File: config.mk
export PLATFORM = sky130hd
export DESIGN_NAME = utf16_to_utf8_transcoder
export DESIGN_NICKNAME = d
export VERILOG_FILES = /design/src/rtl/utt_pkg.sv /design/src/rtl/utt_front.sv /design/src/rtl/utt_fifo.sv /design/src/rtl/utt_back.sv /design/src/rtl/utf16_to_utf8_transcoder.sv
export SDC_FILE = /design/constraint.sdc
export NUM_CORES = 1
export LEC_CHECK = 0
export BUFFER_PORTS_ARGS = -buffer_cell sky130_fd_sc_hd__buf_2
export CAP_MARGIN = 10
export CORE_ASPECT_RATIO = 1.5
export CORE_MARGIN = 1.5
export CORE_UTILIZATION = 54
export CTS_CLUSTER_SIZE = 14
export DETAILED_ROUTE_END_ITERATION = 6
export PLACE_DENSITY = 0.77
export SLEW_MARGIN = 20
export SYNTH_ARGS = -nofsm -noshare
export SYNTH_HDL_FRONTEND = slang
export SYNTH_SLANG_ARGS = --single-unit
File: constraint.sdc
create_clock -name clk_i -period 2.8 [get_ports clk_i]
set_input_delay 0.84 -clock clk_i [delete_from_list [all_inputs] [get_ports clk_i]]
set_output_delay 0.84 -clock clk_i [all_outputs]
set_load 0.02 [all_outputs]
File: src/rtl/utt_pkg.sv
// Shared types, constants and encoding helpers for the UTF-16 to UTF-8 transcoder.
package utt_pkg;

  localparam int unsigned QueueDepth = 2;

  localparam logic [20:0] ReplacementCp = 21'h00fffd;
  localparam logic [20:0] SupplBase     = 21'h010000;

  // Byte counts of one encoded code point
  localparam logic [2:0] Len1 = 3'd1;
  localparam logic [2:0] Len2 = 3'd2;
  localparam logic [2:0] Len3 = 3'd3;
  localparam logic [2:0] Len4 = 3'd4;

  // Bytes taken by the replacement character when it leads a job
  localparam logic [2:0] PrefixLen = 3'd3;

  // One code point to encode, optionally led by a replacement character
  typedef struct packed {
    logic [20:0] cp;
    logic [2:0]  len;
    logic        prefix;
    logic        eot;
  } job_t;

  function automatic logic [2:0] cp_len(input logic [20:0] cp);
    logic [2:0] n;
    if (cp <= 21'h00007f) begin
      n = Len1;
    end else if (cp <= 21'h0007ff) begin
      n = Len2;
    end else if (cp <= 21'h00ffff) begin
      n = Len3;
    end else begin
      n = Len4;
    end
    return n;
  endfunction

  // Byte number idx of the UTF-8 sequence of cp, len bytes long
  function automatic logic [7:0] enc_byte(input logic [20:0] cp, input logic [2:0] len,
                                          input logic [1:0] idx);
    logic [7:0] b;
    b = {2'b10, cp[5:0]};
    case (len)
      Len1: b = cp[7:0];
      Len2: begin
        if (idx == 2'd0) b = {3'b110, cp[10:6]};
      end
      Len3: begin
        if (idx == 2'd0) b = {4'b1110, cp[15:12]};
        else if (idx == 2'd1) b = {2'b10, cp[11:6]};
      end
      Len4: begin
        if (idx == 2'd0) b = {5'b11110, cp[20:18]};
        else if (idx == 2'd1) b = {2'b10, cp[17:12]};
        else if (idx == 2'd2) b = {2'b10, cp[11:6]};
      end
      default: b = {2'b10, cp[5:0]};
    endcase
    return b;
  endfunction

endpackage

File: src/rtl/utt_front.sv
// Front end: accepts code units, pairs surrogates and queues code point jobs.
module utt_front (
  input  logic          clk_i,
  input  logic          rst_ni,
  input  logic          unit_valid_i,
  input  logic [15:0]   unit_i,
  input  logic          last_i,
  input  logic          queue_full_i,
  output logic          unit_ready_o,
  output logic          push_o,
  output utt_pkg::job_t job_o,
  output logic          held_o
);
  import utt_pkg::*;

  logic       held_q, held_d;
  logic [9:0] held_bits_q;
  logic       accept;
  logic       is_high, is_low, pair, main_present;
  logic [20:0] main_cp;

  assign unit_ready_o = !queue_full_i;
  assign accept       = unit_valid_i && unit_ready_o;
  assign held_o       = held_q;

  // Classify the unit against the surrogate ranges
  assign is_high = (unit_i[15:10] == 6'b110110);
  assign is_low  = (unit_i[15:10] == 6'b110111);
  assign pair    = held_q && is_low;

  // Build the job: a held unit not followed by a low surrogate leads with U+FFFD
  always_comb begin
    main_present = 1'b1;
    main_cp      = {5'd0, unit_i};
    if (pair) begin
      main_cp = SupplBase + {1'b0, held_bits_q, unit_i[9:0]};
    end else if (is_high && !last_i) begin
      main_present = 1'b0;
    end else if (is_high || is_low) begin
      main_cp = ReplacementCp;
    end

    job_o.eot = last_i;
    if (!main_present) begin
      job_o.cp     = ReplacementCp;
      job_o.prefix = 1'b0;
    end else begin
      job_o.cp     = main_cp;
      job_o.prefix = held_q && !pair;
    end
    job_o.len = cp_len(job_o.cp);
  end

  assign push_o = accept && (main_present || held_q);

  // Hold a high surrogate until the next unit
  assign held_d = is_high && !last_i;

  always_ff @(posedge clk_i or negedge rst_ni) begin
    if (!rst_ni) begin
      held_q <= 1'b0;
    end else if (accept) begin
      held_q <= held_d;
    end
  end

  always_ff @(posedge clk_i) begin
    if (accept) begin
      held_bits_q <= unit_i[9:0];
    end
  end

endmodule

File: src/rtl/utt_fifo.sv
// Short job queue between the front end and the byte sequencer.
module utt_fifo #(
  parameter int unsigned DEPTH = utt_pkg::QueueDepth
) (
  input  logic          clk_i,
  input  logic          rst_ni,
  input  logic          push_i,
  input  utt_pkg::job_t push_data_i,
  output logic          full_o,
  input  logic          pop_i,
  output logic          valid_o,
  output utt_pkg::job_t pop_data_o
);
  import utt_pkg::*;

  localparam int unsigned PtrW = (DEPTH > 1) ? $clog2(DEPTH) : 1;
  localparam int unsigned CntW = $clog2(DEPTH + 1);

  job_t            store_q [DEPTH];
  logic [PtrW-1:0] wr_ptr_q, rd_ptr_q;
  logic [CntW-1:0] count_q;
  logic            do_push, do_pop;

  assign full_o     = (count_q == CntW'(DEPTH));
  assign valid_o    = (count_q != '0);
  assign pop_data_o = store_q[rd_ptr_q];
  assign do_push    = push_i && !full_o;
  assign do_pop     = pop_i && valid_o;

  // Write the entry at the tail
  always_ff @(posedge clk_i) begin
    if (do_push) begin
      store_q[wr_ptr_q] <= push_data_i;
    end
  end

  // Advance pointers and the fill count
  always_ff @(posedge clk_i or negedge rst_ni) begin
    if (!rst_ni) begin
      wr_ptr_q <= '0;
      rd_ptr_q <= '0;
      count_q  <= '0;
    end else begin
      if (do_push) begin
        wr_ptr_q <= (wr_ptr_q == PtrW'(DEPTH - 1)) ? '0 : wr_ptr_q + 1'b1;
      end
      if (do_pop) begin
        rd_ptr_q <= (rd_ptr_q == PtrW'(DEPTH - 1)) ? '0 : rd_ptr_q + 1'b1;
      end
      if (do_push && !do_pop) begin
        count_q <= count_q + 1'b1;
      end else if (do_pop && !do_push) begin
        count_q <= count_q - 1'b1;
      end
    end
  end

endmodule

File: src/rtl/utt_back.sv
// Back end: walks each job one byte per cycle into the output register, unless the output stalls.
module utt_back (
  input  logic          clk_i,
  input  logic          rst_ni,
  input  logic          job_valid_i,
  input  utt_pkg::job_t job_i,
  output logic          pop_o,
  output logic          out_valid_o,
  input  logic          out_ready_i,
  output logic [7:0]    out_byte_o,
  output logic          out_last_o,
  output logic          out_eot_o
);
  import utt_pkg::*;

  logic       valid_q, valid_d;
  logic [7:0] byte_q;
  logic       last_q, eot_q;
  logic [2:0] cnt_q, cnt_d;
  logic [2:0] total;
  logic [1:0] main_idx;
  logic       adv, last_byte;
  logic [7:0] next_byte;

  assign total     = job_i.len + (job_i.prefix ? PrefixLen : 3'd0);
  assign last_byte = (cnt_q == total - 3'd1);
  assign adv       = job_valid_i && (!valid_q || out_ready_i);
  assign pop_o     = adv && last_byte;
  assign main_idx  = job_i.prefix ? 2'(cnt_q - PrefixLen) : cnt_q[1:0];

  // Pick the replacement byte or the code point byte
  always_comb begin
    if (job_i.prefix && (cnt_q < PrefixLen)) begin
      next_byte = enc_byte(ReplacementCp, Len3, cnt_q[1:0]);
    end else begin
      next_byte = enc_byte(job_i.cp, job_i.len, main_idx);
    end
  end

  always_comb begin
    cnt_d   = cnt_q;
    valid_d = valid_q;
    if (adv) begin
      cnt_d   = last_byte ? 3'd0 : cnt_q + 3'd1;
      valid_d = 1'b1;
    end else if (out_ready_i) begin
      valid_d = 1'b0;
    end
  end

  always_ff @(posedge clk_i or negedge rst_ni) begin
    if (!rst_ni) begin
      valid_q <= 1'b0;
      cnt_q   <= 3'd0;
    end else begin
      valid_q <= valid_d;
      cnt_q   <= cnt_d;
    end
  end

  // Load the output register on each advance
  always_ff @(posedge clk_i) begin
    if (adv) begin
      byte_q <= next_byte;
      last_q <= last_byte;
      eot_q  <= last_byte && job_i.eot;
    end
  end

  assign out_valid_o = valid_q;
  assign out_byte_o  = byte_q;
  assign out_last_o  = last_q;
  assign out_eot_o   = eot_q;

endmodule

File: src/rtl/utf16_to_utf8_transcoder.sv
// UTF-16 to UTF-8 transcoder top level.
// The job of a unit is written into the job queue; its first byte is then loaded into the output register.
// Throughput: one byte per cycle while the output is not stalled, set by the byte sequencer; a code unit
// yields zero to six bytes (1 to 4 bytes, plus 3 for a leading U+FFFD).
// Reset: asynchronous, active low; clears the held surrogate, the job queue
// and the output register.
module utf16_to_utf8_transcoder #(
  parameter int unsigned FIFO_DEPTH = utt_pkg::QueueDepth
) (
  input  logic        clk_i,
  input  logic        rst_ni,
  input  logic        s_axis_tvalid_i,
  output logic        s_axis_tready_o,
  input  logic [15:0] s_axis_tdata_i,  // [15:0] code_unit
  input  logic        s_axis_tlast_i,  // last_unit
  output logic        m_axis_tvalid_o,
  input  logic        m_axis_tready_i,
  output logic [7:0]  m_axis_tdata_o,  // [7:0] out_byte
  output logic        m_axis_tlast_o,  // last_in_run
  output logic [0:0]  m_axis_tuser_o   // [0] end_of_text
);
  import utt_pkg::*;

  logic push, queue_full, job_valid, pop, held;
  job_t push_job, head_job;

  utt_front u_front (
    .clk_i        (clk_i),
    .rst_ni       (rst_ni),
    .unit_valid_i (s_axis_tvalid_i),
    .unit_i       (s_axis_tdata_i),
    .last_i       (s_axis_tlast_i),
    .queue_full_i (queue_full),
    .unit_ready_o (s_axis_tready_o),
    .push_o       (push),
    .job_o        (push_job),
    .held_o       (held)
  );

  utt_fifo #(
    .DEPTH (FIFO_DEPTH)
  ) u_fifo (
    .clk_i       (clk_i),
    .rst_ni      (rst_ni),
    .push_i      (push),
    .push_data_i (push_job),
    .full_o      (queue_full),
    .pop_i       (pop),
    .valid_o     (job_valid),
    .pop_data_o  (head_job)
  );

  utt_back u_back (
    .clk_i       (clk_i),
    .rst_ni      (rst_ni),
    .job_valid_i (job_valid),
    .job_i       (head_job),
    .pop_o       (pop),
    .out_valid_o (m_axis_tvalid_o),
    .out_ready_i (m_axis_tready_i),
    .out_byte_o  (m_axis_tdata_o),
    .out_last_o  (m_axis_tlast_o),
    .out_eot_o   (m_axis_tuser_o[0])
  );

`ifndef SYNTHESIS
  // No surrogate stays held across the end of a text
  assert property (@(posedge clk_i) disable iff (!rst_ni)
    (s_axis_tvalid_i && s_axis_tready_o && s_axis_tlast_i) |=> !held)
    else $error("surrogate held past end of text");

  // End of text only marks the last byte of a run
  assert property (@(posedge clk_i) disable iff (!rst_ni)
    (m_axis_tvalid_o && m_axis_tuser_o[0]) |-> m_axis_tlast_o)
    else $error("end of text without end of run");

  // A queued job fills an empty output slot in the next cycle
  assert property (@(posedge clk_i) disable iff (!rst_ni)
    (job_valid && !m_axis_tvalid_o) |=> m_axis_tvalid_o)
    else $error("sequencer stalled with a free output slot");
`endif

endmodule
==> summary.txt, run 1 <==
Finish
  • Layout cells sized above 1: 0.2727
  • Fin nets: approximately 400
  • Layout area overhead: 12.77%
  • Final cell count without fillers: 474
  • Ant diodes: 0
  • Post-layout util: 0.6338
  • # fillers: ~600

Synthesis
  • Sequential-to-total area share from yosys stat: 0.5801
  • Mapped cell area: between 0.004 and 0.005 sq mm
  • Largest cells by area after synthesis: edfxtp_1 (53%), dfrtp_1 (5.5%), mux2i_1 (3.9%)
  • Number of synthesized flops with an enable pin: 72
  • Mapped Nets: 355
  • Yosys reg bits: 81
  • Top-area cell type share of the netlist area: 0.5254
  • Async SR Flop Fraction: 0.1111
  • Post-synth cell types: 60
  • Post-Syn Instances: 326
  • Synth area leader: edfxtp_1
  • Ys flop type: edfxtp_1
  • Syn avg cell area: between 10 and 15 sq um
  • Yosys warns: 0

Timing
  • Fmax: 371.8 MHz
  • Crit path time final: roughly 2.7 ns
  • Slew HR: 0.5265
  • Final Max Slew Viols: 0
  • Final Hold Vio Count: 0
  • Setup TNS: 0 ns
  • Min Hold Slack: roughly 0.34 ns
  • Worst slew pin tran: 0.7103 ns
  • Clock Skews: slightly below 0.01 ns
  • Final setup viols: 0
  • Fin crit share: 0.9605

Pwr
  • Clk pwr share: 0.141
  • Logic pwr share: 0.471
  • Psw: between 1.5 and 2 mW
  • Pwr dens: approximately 1000 mW/mm^2
  • P_leak: 1.702 nW
  • Pwr Total: around 4.9 mW
  • Peak VDD IR: between 0.6 and 0.7 mV
  • Sequential share of power: 0.388
  • Internal power: slightly below 3 mW
  • Switching part of the total: 0.3870

Global route
  • Vias in the first global route: between 2000 and 3000
  • Largest net degree at the start of global routing: 27
  • GRT Overall Usage: 0.2245
  • Initial antenna violation count: 0
  • First-pass GRT wire length: roughly 13000 um
  • Total gr overflow: 0

Place
  • GP Congestion: 0.8796
  • Port bufs: 32
  • Placed instance count: 458
  • Dpl hpwl: roughly 6200 um

Floorplanning
  • Core area: about 0.0073 sq mm
  • Starting density of the core: 0.5620
  • Die X: about 74 um
  • Die height: roughly 110 um
  • Die area: about 0.0082 sq mm
  • I/O pins: 33
  • # rows: 38

Route
  • DRC errors left: 0
  • Vias: about 2700
  • Pre-antenna DRT Iters: 5
  • Via-per-instance ratio: roughly 5.8
  • Number of routed nets with antenna violations: 0
  • Initial DRC Count: approximately 150
  • Routed len/inst: between 15 and 20 um
  • Final WL: slightly above 8000 um

Clock network
  • CTS H-tree depth: 3
  • Bufs on Longest Clock Path: 2
  • Clock transition at path regs: ~0.08 ns
  • Clk sinks: a little over 80
  • Num CTS Buffers: 9
  • Clk root buf: clkbuf_8
  • Worst skew pair latency: ~0.35 ns
  • CTS tree: yes

Worst setup path
  • Crit Path Class: reg2reg
  • Critical Path End Type: flip-flop
  • Critical Path Start Type: flip-flop
  • Worst Path Arrival: roughly 3.0 ns
  • Critical-path maximum fanout: 5
  • Critical Path RT: between 3 and 4 ns

Hold path
  • Hold crit path type: in2async

Run status
  • Status: finished clean

Job
  • Max Cap Viol: 0
-- cell usage after synthesis, drive strengths merged (4+ instances only) --
library cell	n
dfrtp	9
nand2	21
o221ai	4
nand4	4
xor2	8
mux2i	17
mux2	13
inv	13
o211ai	4
nand3	8
a31oi	4
a21oi	10
and2	4
ha	8
nor2	20
nand2b	8
nor2b	10
xnor2	6
clkbuf	5
or2	10
buf	9
nor4	4
o21ai	11
edfxtp	72
-- power by group through the flow --
stage          Sequential (mW)  Clock [mW]  Combinational, mW
5_1_grt                   1.93       0.743               2.48
4_1_cts                   1.88       0.705               2.21
3_3_place_gp              1.90           0               2.16
6_report                  1.89       0.685               2.29
3_5_place_dp              1.91           0               2.19
2_1_floorplan             1.96           0               1.56
-- through the flow --
step                      area (sq um)  setup slack (ns)
after floorplan                   4120          0.001416
after global placement            4431            0.1665
after detailed placement          4431            0.1058
after CTS                         4582           0.07958
after global routing              4641          -0.03328
final                             4641            0.1106
-- timing repair --
item                       CTS  global route
setup endpoints to repair    0             1
gates resized for setup      0            13
hold buffers                 0             0
buffers inserted             0             1
-- metal layers --
layer	vias up	track usage	share of wire
met5	-	0	0
met4	0	0.1130	0.046
met3	34	0.06233	0.045
met2	101	0.3858	0.52
met1	1279	0.2503	0.39
li1	1312	-	-
-- flip-flops by register name (all words and copies together), names as in the netlist --
name and count:
u_back.out_eot_o 1, u_back.out_last_o 1, u_fifo.rd_ptr_q 1, u_fifo.store_q 52
u_back.cnt_q 3, u_fifo.wr_ptr_q 1, u_front.held_o 1, u_back.out_byte_o 8
u_back.out_valid_o 1, u_front.held_bits_q 10, u_fifo.count_q 2
-- layout make-up --
class | count | area (sq um) | share of cell area
tap | 100 | 125.1 | 0.02696
multi-input combinational | 218 | 1645 | 0.3545
inverter | 13 | 53.80 | 0.01159
sequential | 81 | 2389 | 0.5147
clock buffer | 10 | 127.6 | 0.02750
timing repair buffer | 47 | 276.5 | 0.05958
clock inverter | 5 | 23.77 | 0.005123
-- path summary, 6_finish.rpt --
| path | from | to | slack, ns | cells past startpoint |
|---|---|---|---|---|
| worst max-delay path | u_fifo.rd_ptr_q | u_fifo.count_q[1] | 0.11 | 13 |
| worst min-delay path | rst_ni | u_fifo.rd_ptr_q | 0.34 | 1 |
| worst max register to register | u_fifo.rd_ptr_q | u_fifo.count_q[1] | 0.11 | 13 |
| worst min register to register | u_back.out_valid_o | u_back.out_valid_o | 0.49 | 2 |
| max in group asynchronous | rst_ni | u_fifo.rd_ptr_q | 2.26 | 1 |
| min in group clk_i | u_back.out_valid_o | u_back.out_valid_o | 0.49 | 2 |
-- cell families (layout without fill, tap and decap cells) --
group,after synthesis,count (layout),synth area share
adders and majority gates,8,8,0.02432
and+or+nand+nor,105,105,0.1405
AOI/OAI and AO/OA,60,60,0.1079
buffers and inverters,27,75,0.03132
muxes,30,30,0.08057
xor gates and xnor gates,15,15,0.03527
DFF,81,81,0.5801
-- placed cells by master (no fill, tap or decap), types with 10 or more instances in the layout --
cell type,count
buf_2,32
inv_1,10
buf_4,14
mux2i_1,16
or2_2,10
nor2_1,20
nand2_1,21
edfxtp_1,72
a21oi_1,10
o21ai_0,10
-- critical path, stage by stage, from the launching register on --
cell     delay, ns
dfrtp_2       0.45
mux2_4        0.35
inv_4         0.08
ha_4          0.19
inv_2         0.06
ha_4          0.11
xnor3_1       0.24
xor2_2        0.17
nor3_2        0.23
nand2_1       0.13
ha_2          0.20
xor2_1        0.13
nor2_1        0.13
xor2_1        0.14
Note: power is estimated with default switching activity, not from simulation.
==> run 2, diff against run 1 <==
- BUFFER_PORTS_ARGS: -buffer_cell sky130_fd_sc_hd__buf_2 -> unset
- CORE_UTILIZATION: 54 -> 57
- DONT_BUFFER_PORTS: unset -> 1
- PLACE_DENSITY: 0.77 -> 0.76
==> run 2 against run 1 <==
Net effect:
- critical path depth unchanged
- final cell count decreased by 10%
- hold slack worse by 0.16 ns
- utilization up 1.4 points
- wire length fell by 0.11%
- first-iteration DRC count shrank 26%
- clock-buffer cell count down 1
- via count fell by 3.4%
- global-route usage up 0.89 points
- clock power increased by 34%
==> summary.txt, run 2 (synthesis gave the netlist of run 1 again) <==
Route
  • Number of routed nets with antenna violations: 0
  • Vias: 2633
  • Final WL: around 8300 um
  • Routed len/inst: around 20 um
  • DRC errors left: 0
  • Via-per-instance ratio: about 6.2
  • Pre-antenna DRT Iters: 5
  • Initial DRC Count: around 110

Timing
  • Crit path time final: between 2 and 3 ns
  • Final Max Slew Viols: 0
  • Fmax: between 300 and 400 MHz
  • Fin crit share: 0.9370
  • Slew HR: 0.5525
  • Final setup viols: 0
  • Final Hold Vio Count: 0
  • Unrepaired setup endpoints after global routing: false
  • Setup TNS: 0 ns
  • Worst slew pin tran: approximately 0.67 ns
  • Setup ws final: 0.1763 ns
  • Clock Skews: about 0.0090 ns

Place
  • GP Congestion: 0.8638
  • Dpl hpwl: approximately 6300 um
  • Port bufs: 0
  • Pre-CTS WS: 0.1242 ns

Pwr
  • P_leak: approximately 1.6 nW
  • Logic pwr share: 0.412
  • Switching part of the total: 0.3734
  • Peak VDD IR: between 0.6 and 0.7 mV
  • Pwr dens: around 1100 mW/mm^2
  • Psw: between 1.5 and 2 mW
  • Clk pwr share: 0.186
  • Internal power: a little over 3 mW
  • Sequential share of power: 0.402

Worst setup path
  • Critical Path End Type: flip-flop
  • Crit Path Class: reg2reg
  • Critical Path Start Type: flip-flop
  • Critical-path maximum fanout: 5
  • Critical Path RT: between 3 and 4 ns
  • Worst Path Arrival: between 2 and 3 ns

Clock network
  • Cts hold-fix bufs: 0
  • Clk sinks: 81
  • CTS H-tree depth: 3
  • Clk root buf: clkbuf_8
  • Num CTS Buffers: 9
  • CTS tree: yes
  • Clock transition at path regs: ~0.08 ns
  • Bufs on Longest Clock Path: 2
  • Worst skew pair latency: approximately 0.35 ns

Global route
  • Initial antenna violation count: 0
  • GRT Overall Usage: 0.2334
  • Total gr overflow: 0
  • Vias in the first global route: between 2000 and 3000
  • First-pass GRT wire length: 13040 um
  • Largest net degree at the start of global routing: 27

Floorplanning
  • # rows: 37
  • I/O pins: 33
  • Die X: 72.38 um
  • Die area: between 0.007 and 0.008 sq mm
  • Core area: slightly below 0.007 sq mm
  • Die height: 107.1 um
  • Starting density of the core: 0.5926

Job
  • Max Cap Viol: 0

Finish
  • # fillers: roughly 520
  • Leading cell type in the layout, fill and taps excluded: edfxtp_1
  • Largest register FFs: 52
  • Largest Register: u_fifo.store_q
  • Fin nets: about 370
  • Commonest non-fill, non-tap cells in the layout: edfxtp_1 (72), nand2_1 (21), nor2_1 (20)
  • Layout cells sized above 1: 0.2046
  • Layout area overhead: 9.334%
  • Ant diodes: 0
  • Post-layout util: 0.6479

Hold path
  • Hold crit path type: in2async

Run status
  • Status: finished clean
==> run 2: changes by cell type in the layout (fill, tap and decap cells not counted), sizes merged <==
cell	change
clkbuf	-1
buf	-28
inv	+1
bufinv	+2
clkinvlp	-1
==> run 2: power by group through the flow <==
stage                     registers (mW)  clock network (mW)  logic (mW)
final                               1.99               0.919        2.04
after global routing                2.03               0.983        2.22
after CTS                           2.00               0.944        2.01
after detailed placement            2.02                   0        2.00
after global placement              2.01                   0        1.98
after floorplan                     1.96                   0        1.56
==> run 2: through the flow <==
step / power [mW] / hold WS (ns) / instances / area (sq um)
final: 4.947 / 0.1732 / 425 / 4499
after global routing: 5.233 / 0.1420 / 425 / 4499
after CTS: 4.953 / 0.1487 / 422 / 4476
after detailed placement: 4.022 / 0.5003 / 406 / 4258
after global placement: 3.992 / 0.4899 / 406 / 4258
after floorplan: 3.525 / 0.4731 / 326 / 4120
==> run 2: routing by layer <==
layer	GRT usage	share of wire
met4	0.1173	0.030
met5	0	0
met3	0.05733	0.046
met2	0.4101	0.54
met1	0.2577	0.39
==> run 2: cell type report <==
| type | count | area [sq um] | share of cell area |
|---|---|---|---|
| Tap cell | 78 | 97.59 | 0.02169 |
| Clock inverter | 7 | 93.84 | 0.02086 |
| Timing Repair Buffer | 19 | 142.6 | 0.03170 |
| Clock buffer | 9 | 123.9 | 0.02753 |
| Inverter | 13 | 48.80 | 0.01085 |
| Sequential cell | 81 | 2389 | 0.5309 |
| Multi-Input combinational cell | 218 | 1604 | 0.3565 |
==> run 2: critical path: stages (launching register included) <==
cell	delay, ns
dfrtp_2	0.44
mux2_4	0.32
inv_2	0.10
ha_1	0.24
inv_1	0.06
ha_1	0.14
xnor3_1	0.22
xor2_1	0.17
nor3_2	0.15
nand2_1	0.11
ha_2	0.19
xor2_1	0.14
nor2_1	0.13
xor2_1	0.15
==> run 2: what timing repair did <==
action	in CTS	in global routing
setup buffers	0	3
endpoints found under the setup margin	0	1
gates resized for setup	0	1
==> run 2: path summary, 6_finish.rpt <==
check,start,endpoint,slack (ns),depth (start not counted)
worst min register to register,u_fifo.wr_ptr_q,u_fifo.wr_ptr_q,0.51,1
min in group clk_i,u_fifo.wr_ptr_q,u_fifo.wr_ptr_q,0.51,1
max in group asynchronous,rst_ni,u_fifo.rd_ptr_q,2.55,0
worst max-delay path,u_fifo.rd_ptr_q,u_fifo.count_q[1],0.18,13
worst max register to register,u_fifo.rd_ptr_q,u_fifo.count_q[1],0.18,13
worst min-delay path,rst_ni,u_back.out_valid_o,0.17,0
